File: src/rtl/sync_framed_packet_receiver_defines.svh
// Assertion macros shared by the sync framed packet receiver RTL.
`ifndef SYNC_FRAMED_PACKET_RECEIVER_DEFINES_SVH
`define SYNC_FRAMED_PACKET_RECEIVER_DEFINES_SVH

// Same-cycle implication, checked outside reset.
`define SFPR_ASSERT_IMPLIES(label, clk, rst, ante, cons) \
  label: assert property (@(posedge clk) disable iff (rst) (ante) |-> (cons)) \
    else $error("sfpr assertion failed");

// Next-cycle implication, checked outside reset.
`define SFPR_ASSERT_NEXT(label, clk, rst, ante, cons) \
  label: assert property (@(posedge clk) disable iff (rst) (ante) |=> (cons)) \
    else $error("sfpr assertion failed");

`endif

File: src/rtl/sfpr_pkg.sv
// Shared types and constants for the sync framed packet receiver.
package sfpr_pkg;

  localparam int PAYLOAD_BYTES_KEPT_DEF = 16;
  localparam int NUM_WORDS              = 4;

  localparam logic [7:0] SYNC_FIRST   = 8'h24;
  localparam logic [7:0] SYNC_SECOND  = 8'hB2;
  localparam logic [7:0] ACK_LENGTH   = 8'd4;
  localparam logic [7:0] HEADER_BYTES = 8'd5;

  localparam logic [2:0] STAT_DATA_OK    = 3'd0;
  localparam logic [2:0] STAT_COLOR_OK   = 3'd1;
  localparam logic [2:0] STAT_ACK        = 3'd2;
  localparam logic [2:0] STAT_CKSUM_ERR  = 3'd3;
  localparam logic [2:0] STAT_LENGTH_ERR = 3'd4;

  localparam int CFG_IDX_W = 3;
  localparam logic [CFG_IDX_W-1:0] REG_ACK_TYPE   = 3'd0;
  localparam logic [CFG_IDX_W-1:0] REG_DATA_TYPE  = 3'd1;
  localparam logic [CFG_IDX_W-1:0] REG_COLOR_TYPE = 3'd2;
  localparam logic [CFG_IDX_W-1:0] REG_MIN_LENGTH = 3'd3;
  localparam logic [CFG_IDX_W-1:0] REG_MAX_LENGTH = 3'd4;

  localparam logic [7:0] RST_ACK_TYPE   = 8'd0;
  localparam logic [7:0] RST_DATA_TYPE  = 8'd1;
  localparam logic [7:0] RST_COLOR_TYPE = 8'd2;
  localparam logic [7:0] RST_MIN_LENGTH = 8'd6;
  localparam logic [7:0] RST_MAX_LENGTH = 8'd64;

  typedef struct packed {
    logic [7:0] ack_type_code;
    logic [7:0] data_type_code;
    logic [7:0] color_type_code;
    logic [7:0] min_frame_length;
    logic [7:0] max_frame_length;
  } cfg_t;

  typedef struct packed {
    logic [2:0]                  frame_status;
    logic [7:0]                  sender_id;
    logic [7:0]                  frame_type;
    logic [7:0]                  frame_length;
    logic [NUM_WORDS-1:0][31:0]  payload_word;
  } frame_result_t;

endpackage

File: src/rtl/sfpr_cfg_regs.sv
// Configuration register file with write decode and reset values.
module sfpr_cfg_regs (
  input  logic                          clk,
  input  logic                          rst,
  input  logic                          cfg_write,
  input  logic [sfpr_pkg::CFG_IDX_W-1:0] cfg_index,
  input  logic [7:0]                    cfg_data,
  output sfpr_pkg::cfg_t                cfg
);
  import sfpr_pkg::*;

  always_ff @(posedge clk) begin
    if (rst) begin
      cfg.ack_type_code    <= RST_ACK_TYPE;
      cfg.data_type_code   <= RST_DATA_TYPE;
      cfg.color_type_code  <= RST_COLOR_TYPE;
      cfg.min_frame_length <= RST_MIN_LENGTH;
      cfg.max_frame_length <= RST_MAX_LENGTH;
    end else if (cfg_write) begin
      unique case (cfg_index)
        REG_ACK_TYPE:   cfg.ack_type_code    <= cfg_data;
        REG_DATA_TYPE:  cfg.data_type_code   <= cfg_data;
        REG_COLOR_TYPE: cfg.color_type_code  <= cfg_data;
        REG_MIN_LENGTH: cfg.min_frame_length <= cfg_data;
        REG_MAX_LENGTH: cfg.max_frame_length <= cfg_data;
        default: ;
      endcase
    end
  end

endmodule

File: src/rtl/sfpr_parser.sv
// Per-byte frame parser: sync hunt, header latch, payload store and checksum.
module sfpr_parser #(
  parameter int PAYLOAD_BYTES_KEPT = sfpr_pkg::PAYLOAD_BYTES_KEPT_DEF
) (
  input  logic                    clk,
  input  logic                    rst,
  input  logic                    in_fire,
  input  logic [7:0]              rx_byte,
  input  sfpr_pkg::cfg_t          cfg,
  output logic                    result_valid,
  output sfpr_pkg::frame_result_t result
);
  import sfpr_pkg::*;

  localparam int IDX_W = (PAYLOAD_BYTES_KEPT > 1) ? $clog2(PAYLOAD_BYTES_KEPT) : 1;
  localparam logic [7:0] KEEP_COUNT = 8'(PAYLOAD_BYTES_KEPT);

  typedef enum logic [2:0] {
    PH_HUNT, PH_ID, PH_TYPE, PH_LEN, PH_PAYLOAD, PH_CHECK
  } phase_t;

  phase_t     phase, phase_next;
  logic [7:0] byte_position, position_next;
  logic [7:0] held_sender, sender_next;
  logic [7:0] held_type, type_next;
  logic [7:0] held_length, length_next;
  logic [7:0] running_sum, sum_next;
  logic [7:0] previous_byte;
  logic [7:0] store [PAYLOAD_BYTES_KEPT];

  logic       store_we;
  logic       store_clear;
  logic       emit;
  logic       publish;
  logic [2:0] status;
  logic [8:0] seen_total;

  logic [NUM_WORDS-1:0][31:0] packed_words;

  always_comb begin
    phase_next    = phase;
    position_next = byte_position;
    sender_next   = held_sender;
    type_next     = held_type;
    length_next   = held_length;
    sum_next      = running_sum;
    store_we      = 1'b0;
    store_clear   = 1'b0;
    emit          = 1'b0;
    publish       = 1'b0;
    status        = STAT_DATA_OK;
    seen_total    = {1'b0, byte_position + 8'd1} + {1'b0, HEADER_BYTES};

    unique case (phase)
      PH_ID: begin
        sender_next = rx_byte;
        phase_next  = PH_TYPE;
      end
      PH_TYPE: begin
        type_next  = rx_byte;
        phase_next = PH_LEN;
      end
      PH_LEN: begin
        length_next = rx_byte;
        // length limit is checked before anything else
        if (rx_byte > cfg.max_frame_length) begin
          emit       = 1'b1;
          status     = STAT_LENGTH_ERR;
          phase_next = PH_HUNT;
        end else if (held_type == cfg.ack_type_code && rx_byte == ACK_LENGTH) begin
          emit       = 1'b1;
          status     = STAT_ACK;
          phase_next = PH_HUNT;
        end else if ((held_type == cfg.data_type_code || held_type == cfg.color_type_code)
                     && rx_byte >= cfg.min_frame_length) begin
          sum_next      = held_sender + held_type + rx_byte;
          position_next = '0;
          phase_next    = (rx_byte > HEADER_BYTES) ? PH_PAYLOAD : PH_CHECK;
        end else begin
          phase_next = PH_HUNT;
        end
      end
      PH_PAYLOAD: begin
        store_we      = (byte_position < KEEP_COUNT);
        sum_next      = running_sum + rx_byte;
        position_next = byte_position + 8'd1;
        if (seen_total >= {1'b0, held_length}) begin
          phase_next = PH_CHECK;
        end
      end
      PH_CHECK: begin
        emit = 1'b1;
        if (rx_byte == running_sum) begin
          publish = 1'b1;
          status  = (held_type == cfg.data_type_code) ? STAT_DATA_OK : STAT_COLOR_OK;
        end else begin
          status = STAT_CKSUM_ERR;
        end
        store_clear   = 1'b1;
        sum_next      = '0;
        position_next = '0;
        phase_next    = PH_HUNT;
      end
      default: phase_next = PH_HUNT;
    endcase

    // sync pair restarts the frame after the byte has been handled
    if (previous_byte == SYNC_FIRST && rx_byte == SYNC_SECOND) begin
      store_clear   = 1'b1;
      sum_next      = '0;
      position_next = '0;
      phase_next    = PH_ID;
    end
  end

  always_ff @(posedge clk) begin
    if (rst) begin
      phase         <= PH_HUNT;
      byte_position <= '0;
      held_sender   <= '0;
      held_type     <= '0;
      held_length   <= '0;
      running_sum   <= '0;
      previous_byte <= '0;
    end else if (in_fire) begin
      phase         <= phase_next;
      byte_position <= position_next;
      held_sender   <= sender_next;
      held_type     <= type_next;
      held_length   <= length_next;
      running_sum   <= sum_next;
      previous_byte <= rx_byte;
    end
  end

  always_ff @(posedge clk) begin
    if (rst) begin
      for (int i = 0; i < PAYLOAD_BYTES_KEPT; i++) begin
        store[i] <= '0;
      end
    end else if (in_fire) begin
      if (store_clear) begin
        for (int i = 0; i < PAYLOAD_BYTES_KEPT; i++) begin
          store[i] <= '0;
        end
      end else if (store_we) begin
        store[byte_position[IDX_W-1:0]] <= rx_byte;
      end
    end
  end

  // bytes past the kept count read as zero
  for (genvar w = 0; w < NUM_WORDS; w++) begin : g_word
    for (genvar b = 0; b < 4; b++) begin : g_byte
      if (w * 4 + b < PAYLOAD_BYTES_KEPT) begin : g_kept
        assign packed_words[w][8*b +: 8] = store[w * 4 + b];
      end else begin : g_none
        assign packed_words[w][8*b +: 8] = 8'd0;
      end
    end
  end

  assign result_valid        = in_fire && emit;
  assign result.frame_status = status;
  assign result.sender_id    = held_sender;
  assign result.frame_type   = held_type;
  assign result.frame_length = length_next;
  assign result.payload_word = publish ? packed_words : '0;

endmodule

File: src/rtl/sfpr_out_skid.sv
// Output register with a skid stage so input transfers continue under stall.
module sfpr_out_skid (
  input  logic                    clk,
  input  logic                    rst,
  input  logic                    push,
  input  sfpr_pkg::frame_result_t push_data,
  output logic                    space,
  output logic                    out_valid,
  input  logic                    out_ready,
  output sfpr_pkg::frame_result_t out_data
);
  import sfpr_pkg::*;

  logic          skid_valid;
  frame_result_t skid_data;
  logic          drain;

  assign drain = !out_valid || out_ready;
  assign space = !skid_valid;

  always_ff @(posedge clk) begin
    if (rst) begin
      out_valid  <= 1'b0;
      skid_valid <= 1'b0;
    end else if (drain) begin
      if (skid_valid) begin
        out_valid  <= 1'b1;
        skid_valid <= push;
      end else begin
        out_valid <= push;
      end
    end else if (push) begin
      skid_valid <= 1'b1;
    end
  end

  always_ff @(posedge clk) begin
    if (drain) begin
      if (skid_valid) begin
        out_data <= skid_data;
        if (push) begin
          skid_data <= push_data;
        end
      end else if (push) begin
        out_data <= push_data;
      end
    end else if (push) begin
      skid_data <= push_data;
    end
  end

endmodule

File: src/rtl/sync_framed_packet_receiver.sv
// Top level of the sync framed packet receiver.
// Takes one received byte per transfer on the input channel, one every clock
// cycle while in_ready is high. The byte is parsed against the held frame
// state in the cycle it is transferred. A frame result (ack, length error,
// checksum result) appears on the output channel the cycle after the byte that
// completes it when the output register is free; otherwise it waits in the skid
// stage until the output register is taken. The per-byte state update sets the
// rate at one byte per cycle while in_ready is high. Results pass through an
// output register and a one-entry skid stage: in_ready falls only when both
// hold untaken results, so bytes keep flowing while one result waits.
// Configuration writes take effect at the next clock edge and belong between
// frames while no result is pending.
`include "sync_framed_packet_receiver_defines.svh"

module sync_framed_packet_receiver #(
  parameter int PAYLOAD_BYTES_KEPT = sfpr_pkg::PAYLOAD_BYTES_KEPT_DEF
) (
  input  logic                           clk,
  input  logic                           rst,
  input  logic                           cfg_write,
  input  logic [sfpr_pkg::CFG_IDX_W-1:0] cfg_index,
  input  logic [7:0]                     cfg_data,
  input  logic                           in_valid,
  output logic                           in_ready,
  input  logic [7:0]                     rx_byte,
  output logic                           out_valid,
  input  logic                           out_ready,
  output logic [2:0]                     frame_status,
  output logic [7:0]                     sender_id,
  output logic [7:0]                     frame_type,
  output logic [7:0]                     frame_length,
  output logic [31:0]                    payload_word0,
  output logic [31:0]                    payload_word1,
  output logic [31:0]                    payload_word2,
  output logic [31:0]                    payload_word3
);
  import sfpr_pkg::*;

  cfg_t          cfg;
  logic          in_fire;
  logic          result_valid;
  frame_result_t result;
  frame_result_t out_data;
  logic          fail_result;
  logic          payload_zero;

  assign in_fire = in_valid && in_ready;

  sfpr_cfg_regs u_cfg (
    .clk       (clk),
    .rst       (rst),
    .cfg_write (cfg_write),
    .cfg_index (cfg_index),
    .cfg_data  (cfg_data),
    .cfg       (cfg)
  );

  sfpr_parser #(
    .PAYLOAD_BYTES_KEPT (PAYLOAD_BYTES_KEPT)
  ) u_parser (
    .clk          (clk),
    .rst          (rst),
    .in_fire      (in_fire),
    .rx_byte      (rx_byte),
    .cfg          (cfg),
    .result_valid (result_valid),
    .result       (result)
  );

  sfpr_out_skid u_skid (
    .clk       (clk),
    .rst       (rst),
    .push      (result_valid),
    .push_data (result),
    .space     (in_ready),
    .out_valid (out_valid),
    .out_ready (out_ready),
    .out_data  (out_data)
  );

  assign frame_status  = out_data.frame_status;
  assign sender_id     = out_data.sender_id;
  assign frame_type    = out_data.frame_type;
  assign frame_length  = out_data.frame_length;
  assign payload_word0 = out_data.payload_word[0];
  assign payload_word1 = out_data.payload_word[1];
  assign payload_word2 = out_data.payload_word[2];
  assign payload_word3 = out_data.payload_word[3];

  assign fail_result  = frame_status == STAT_ACK || frame_status == STAT_CKSUM_ERR ||
                        frame_status == STAT_LENGTH_ERR;
  assign payload_zero = payload_word0 == 32'd0 && payload_word1 == 32'd0 &&
                        payload_word2 == 32'd0 && payload_word3 == 32'd0;

  // a full skid stage implies the output register holds a result too
  `SFPR_ASSERT_IMPLIES(a_skid_behind_out, clk, rst, !in_ready, out_valid)
  // error and ack results never publish payload
  `SFPR_ASSERT_IMPLIES(a_no_payload_on_fail, clk, rst, out_valid && fail_result, payload_zero)
  // a result produced while the output is free shows up on the next cycle
  `SFPR_ASSERT_NEXT(a_result_lands, clk, rst, result_valid && !out_valid, out_valid)

endmodule
File: config.mk
export PLATFORM = sky130hd
export DESIGN_NAME = sync_framed_packet_receiver
export DESIGN_NICKNAME = d
export VERILOG_FILES = /design/src/rtl/sfpr_pkg.sv /design/src/rtl/sfpr_cfg_regs.sv /design/src/rtl/sfpr_parser.sv /design/src/rtl/sfpr_out_skid.sv /design/src/rtl/sync_framed_packet_receiver.sv
export VERILOG_INCLUDE_DIRS = /design/src /design/src/rtl
export SDC_FILE = /design/constraint.sdc
export NUM_CORES = 1
export LEC_CHECK = 0
export BUFFER_PORTS_ARGS = -buffer_cell sky130_fd_sc_hd__buf_2
export CAP_MARGIN = 5
export CORE_MARGIN = 2
export CORE_UTILIZATION = 60
export CTS_CLUSTER_DIAMETER = 120
export DETAILED_ROUTE_END_ITERATION = 10
export GPL_ROUTABILITY_DRIVEN = 0
export PLACE_DENSITY = 0.85
export SYNTH_ARGS = -nofsm -noshare
export SYNTH_HDL_FRONTEND = slang
export SYNTH_SLANG_ARGS = --single-unit
export TNS_END_PERCENT = 20
File: constraint.sdc
create_clock -name clk -period 11.7 [get_ports clk]
set_input_delay 0.585 -clock clk [delete_from_list [all_inputs] [get_ports clk]]
set_output_delay 0.585 -clock clk [all_outputs]
set_load 0.005 [all_outputs]
==> metrics.md <==
| Metric | Value |
|---|---|
| Post-layout minimum cycle time | `3927 ps` |
| Detailed placement HPWL | `slightly above 30 mm` |
| Top-Level Pins | `181` |
| Top cells by instance count after synthesis | `438 x edfxtp_1, 242 x and2_1, 160 x mux2_2` |
| Worst hold path class | `input pin to register` |
| Fill count | `approximately 2500` |
| CP max FO | `between 80 and 90` |
| DRC | `0` |
| Die Span X | `197.9 um` |
| Cell taking the most area after synthesis | `edfxtp_1` |
| Leakage power | `around 9.5 nW` |
| Initial antenna violation count | `0` |
| Clock Latency Late Sink | `600 ps` |
| Clock sink count | `around 530` |
| Routed len/inst | `between 20 and 25 um` |
| Fmax | `254.6 MHz` |
| Layout Nets | `between 1500 and 2000` |
| WS Path Type | `input pin to register` |
| Number of synthesis warnings | `0` |
| Post-synth EDFFs | `438` |
| PD cells | `152.2 nW/um^2` |
| Setup violators final | `0` |
| Minimum hold slack | `~290 ps` |
| Hold EP | `u_cfg.cfg[35]` |
| Synth top area share | `0.5831` |
| Syn nets | `1718` |
| # rows | `71` |
| # Post-CTS Setup Buffers | `0` |
| Starting Density | `0.6046` |
| FF+latch area | `15010 sq um` |
| Critical Path RT | `~12000 ps` |
| Worst-Margin Slew | `~1200 ps` |
| Global-route wire length before repair | `73.95 mm` |
| Final Max Tran Viols | `0` |
| Clock Pin Slew Worst Setup and Hold Paths | `~60 ps` |
| CP startpoint kind | `input pin` |
| Slew headroom | `0.1698` |
| FFs w/ async S/R, synth | `0` |
| Pin count of the biggest net entering global routing | `129` |
| Reg2reg path depth | `10` |
| Worst R2R Setup Slack | `8070 ps` |
| Input/output buffers | `180` |
| Layout cells sized above 1 | `0.2419` |
| Setup repair after global routing missed its margin | `no` |
| Setup TNS Final | `0 ps` |
| Buffer depth of the longest clock path | `3` |
| CP endpoint kind | `register` |
| Max Clock Skew | `22.25 ps` |
| Maxcap violations | `0` |
| Die height | `197.9 um` |
| WP data arrival | `4140 ps` |
| Most used DFF post-synth | `edfxtp_1` |
| Final wirelength | `47.61 mm` |
| Synth Cell Area | `22560 sq um` |
| Die area | `39160 sq um` |
| First drt pass iteration count | `5` |
| Antenna viol nets, final | `0` |
| Core area | `between 30000 and 40000 sq um` |
| WHS Path Cells | `3` |
| Synth Instances | `1643` |
| Via Count | `13500` |
| Reg2Reg Launch Point | `u_cfg.cfg[7]` |
| Drt initial violations | `1084` |
| Avg Cell Area, Syn | `13.73 sq um` |
| Outcome | `completed` |
| Fin crit share | `0.3357` |
| Flops & latches, synth | `531` |
| Area growth from synthesis to layout | `13.16%` |
| Vias/cell | `between 5 and 6` |
| CTS tree | `done` |
| N_diodes | `0` |
| CTS hold repair buffers | `0` |
| Synth cell types | `62` |
| CTS root buf | `clkbuf_16` |
| Post-synthesis sequential area ratio | `0.6656` |
| Number of global-route vias before repair | `13230` |
| Post_cts resized | `0` |
| Top cells by area, synth | `edfxtp_1 58%, dfxtp_1 8.3%, mux2_2 8.0%` |
| H-tree depth | `2` |
| Total track usage | `0.2460` |
| Grt ovf | `0` |
| Most common cell in the synthesized netlist | `edfxtp_1` |
| Final Hold Fails | `0` |
| Reg2reg end | `u_skid.out_data[78]` |
| Multi-input gate area | `7104 sq um` |
| Worst VDD drop | `0.1107 mV` |
| Clock buffer count from CTS | `51` |
| Min-delay src | `cfg_data[3]` |
==> placed cells by master, fill, tap and decap left out, drive strengths merged, types with 19 or more instances in the layout <==
master / netlist / final
nor3: 29 / 29
xor2: 30 / 30
nand2: 140 / 140
a21oi: 69 / 69
edfxtp: 438 / 438
nor2: 65 / 65
inv: 32 / 34
ha: 42 / 42
mux2: 160 / 160
dfxtp: 93 / 93
clkbuf: 69 / 66
xnor2: 19 / 19
o21ai: 32 / 32
buf: 16 / 192
and2: 242 / 242
==> layer usage <==
layer,vias to the layer above,track usage,wire (um)
li1,6226,-,-
met1,6628,0.3470,20190
met2,564,0.3998,23020
met3,80,0.03202,3266
met4,0,0.08131,1145
met5,-,0,0
==> per-stage QoR <==
step	cell area, sq um	setup slack [ps]	std cells	power, mW	util
5_1_grt	25530	7509	2318	3.989	0.6841
6_report	25530	7773	2318	3.886	0.6841
4_1_cts	25530	7822	2318	3.902	0.6841
3_3_place_gp	23830	7488	2224	2.255	0.6387
2_1_floorplan	22560	1933	1643	2.209	-
3_5_place_dp	23830	7301	2224	2.263	0.6387
==> area by class of cell <==
type                            count  share of cell area
Sequential cell                   531              0.5882
Clock inverter                     28             0.01216
Tap cell                          474             0.02323
Multi-Input combinational cell    994              0.2783
Timing Repair Buffer              192             0.03882
Clock buffer                       66             0.05421
Inverter                           33            0.005049
==> power breakdown <==
part	switching [mW]	internal, mW	leakage [nW]	total [mW]
sequential	0.0172	2.06	4.69	2.08
clock	0.691	0.969	0.820	1.66
combinational	0.0980	0.0489	3.97	0.147
total	0.806	3.08	9.48	3.89
==> worst max-delay path by stage <==
stage | from | to | cells after the start
after floorplan | rx_byte[0] | u_skid.out_data[0] | 10
after global placement | rx_byte[1] | u_skid.out_data[59] | 10
after detailed placement | rx_byte[1] | u_skid.out_data[57] | 10
after CTS | rx_byte[1] | u_skid.out_data[122] | 10
after global routing | rx_byte[1] | u_skid.out_data[122] | 10
final | rx_byte[1] | u_skid.out_data[78] | 10
==> flip-flops by register name, indices dropped and copies added, names as in the netlist, 8 cells and up <==
| register | flops |
|---|---|
| u_parser.byte_position | 8 |
| u_parser.running_sum | 8 |
| u_cfg.cfg | 40 |
| u_skid.skid_data | 155 |
| u_parser.held_length | 8 |
| u_parser.store | 128 |
| u_parser.held_type | 8 |
| u_parser.held_sender | 8 |
| u_parser.previous_byte | 8 |
| u_skid.out_data | 155 |
==> worst max-delay path, cell delays in order <==
cell,delay [ps]
buf_2,580
ha_1,370
nand4_1,130
nor2b_1,150
a21boi_0,500
nor3_1,90
o21ai_0,250
a21oi_1,190
nor2b_4,340
buf_4,810
==> cell families (layout without fill, tap and decap cells) <==
group                      after synthesis  count (layout)  share of synthesized area
and+or+nand+nor                        547             547                     0.1295
DFF                                    531             531                     0.6656
muxes                                  177             177                    0.08741
AOI/OAI and AO/OA                      170             170                    0.04681
buffers and inverters                  118             319                    0.02036
adders and majority gates               51              51                    0.03128
xor gates and xnor gates                49              49                    0.01902
Note: power is estimated with default switching activity, not from simulation.
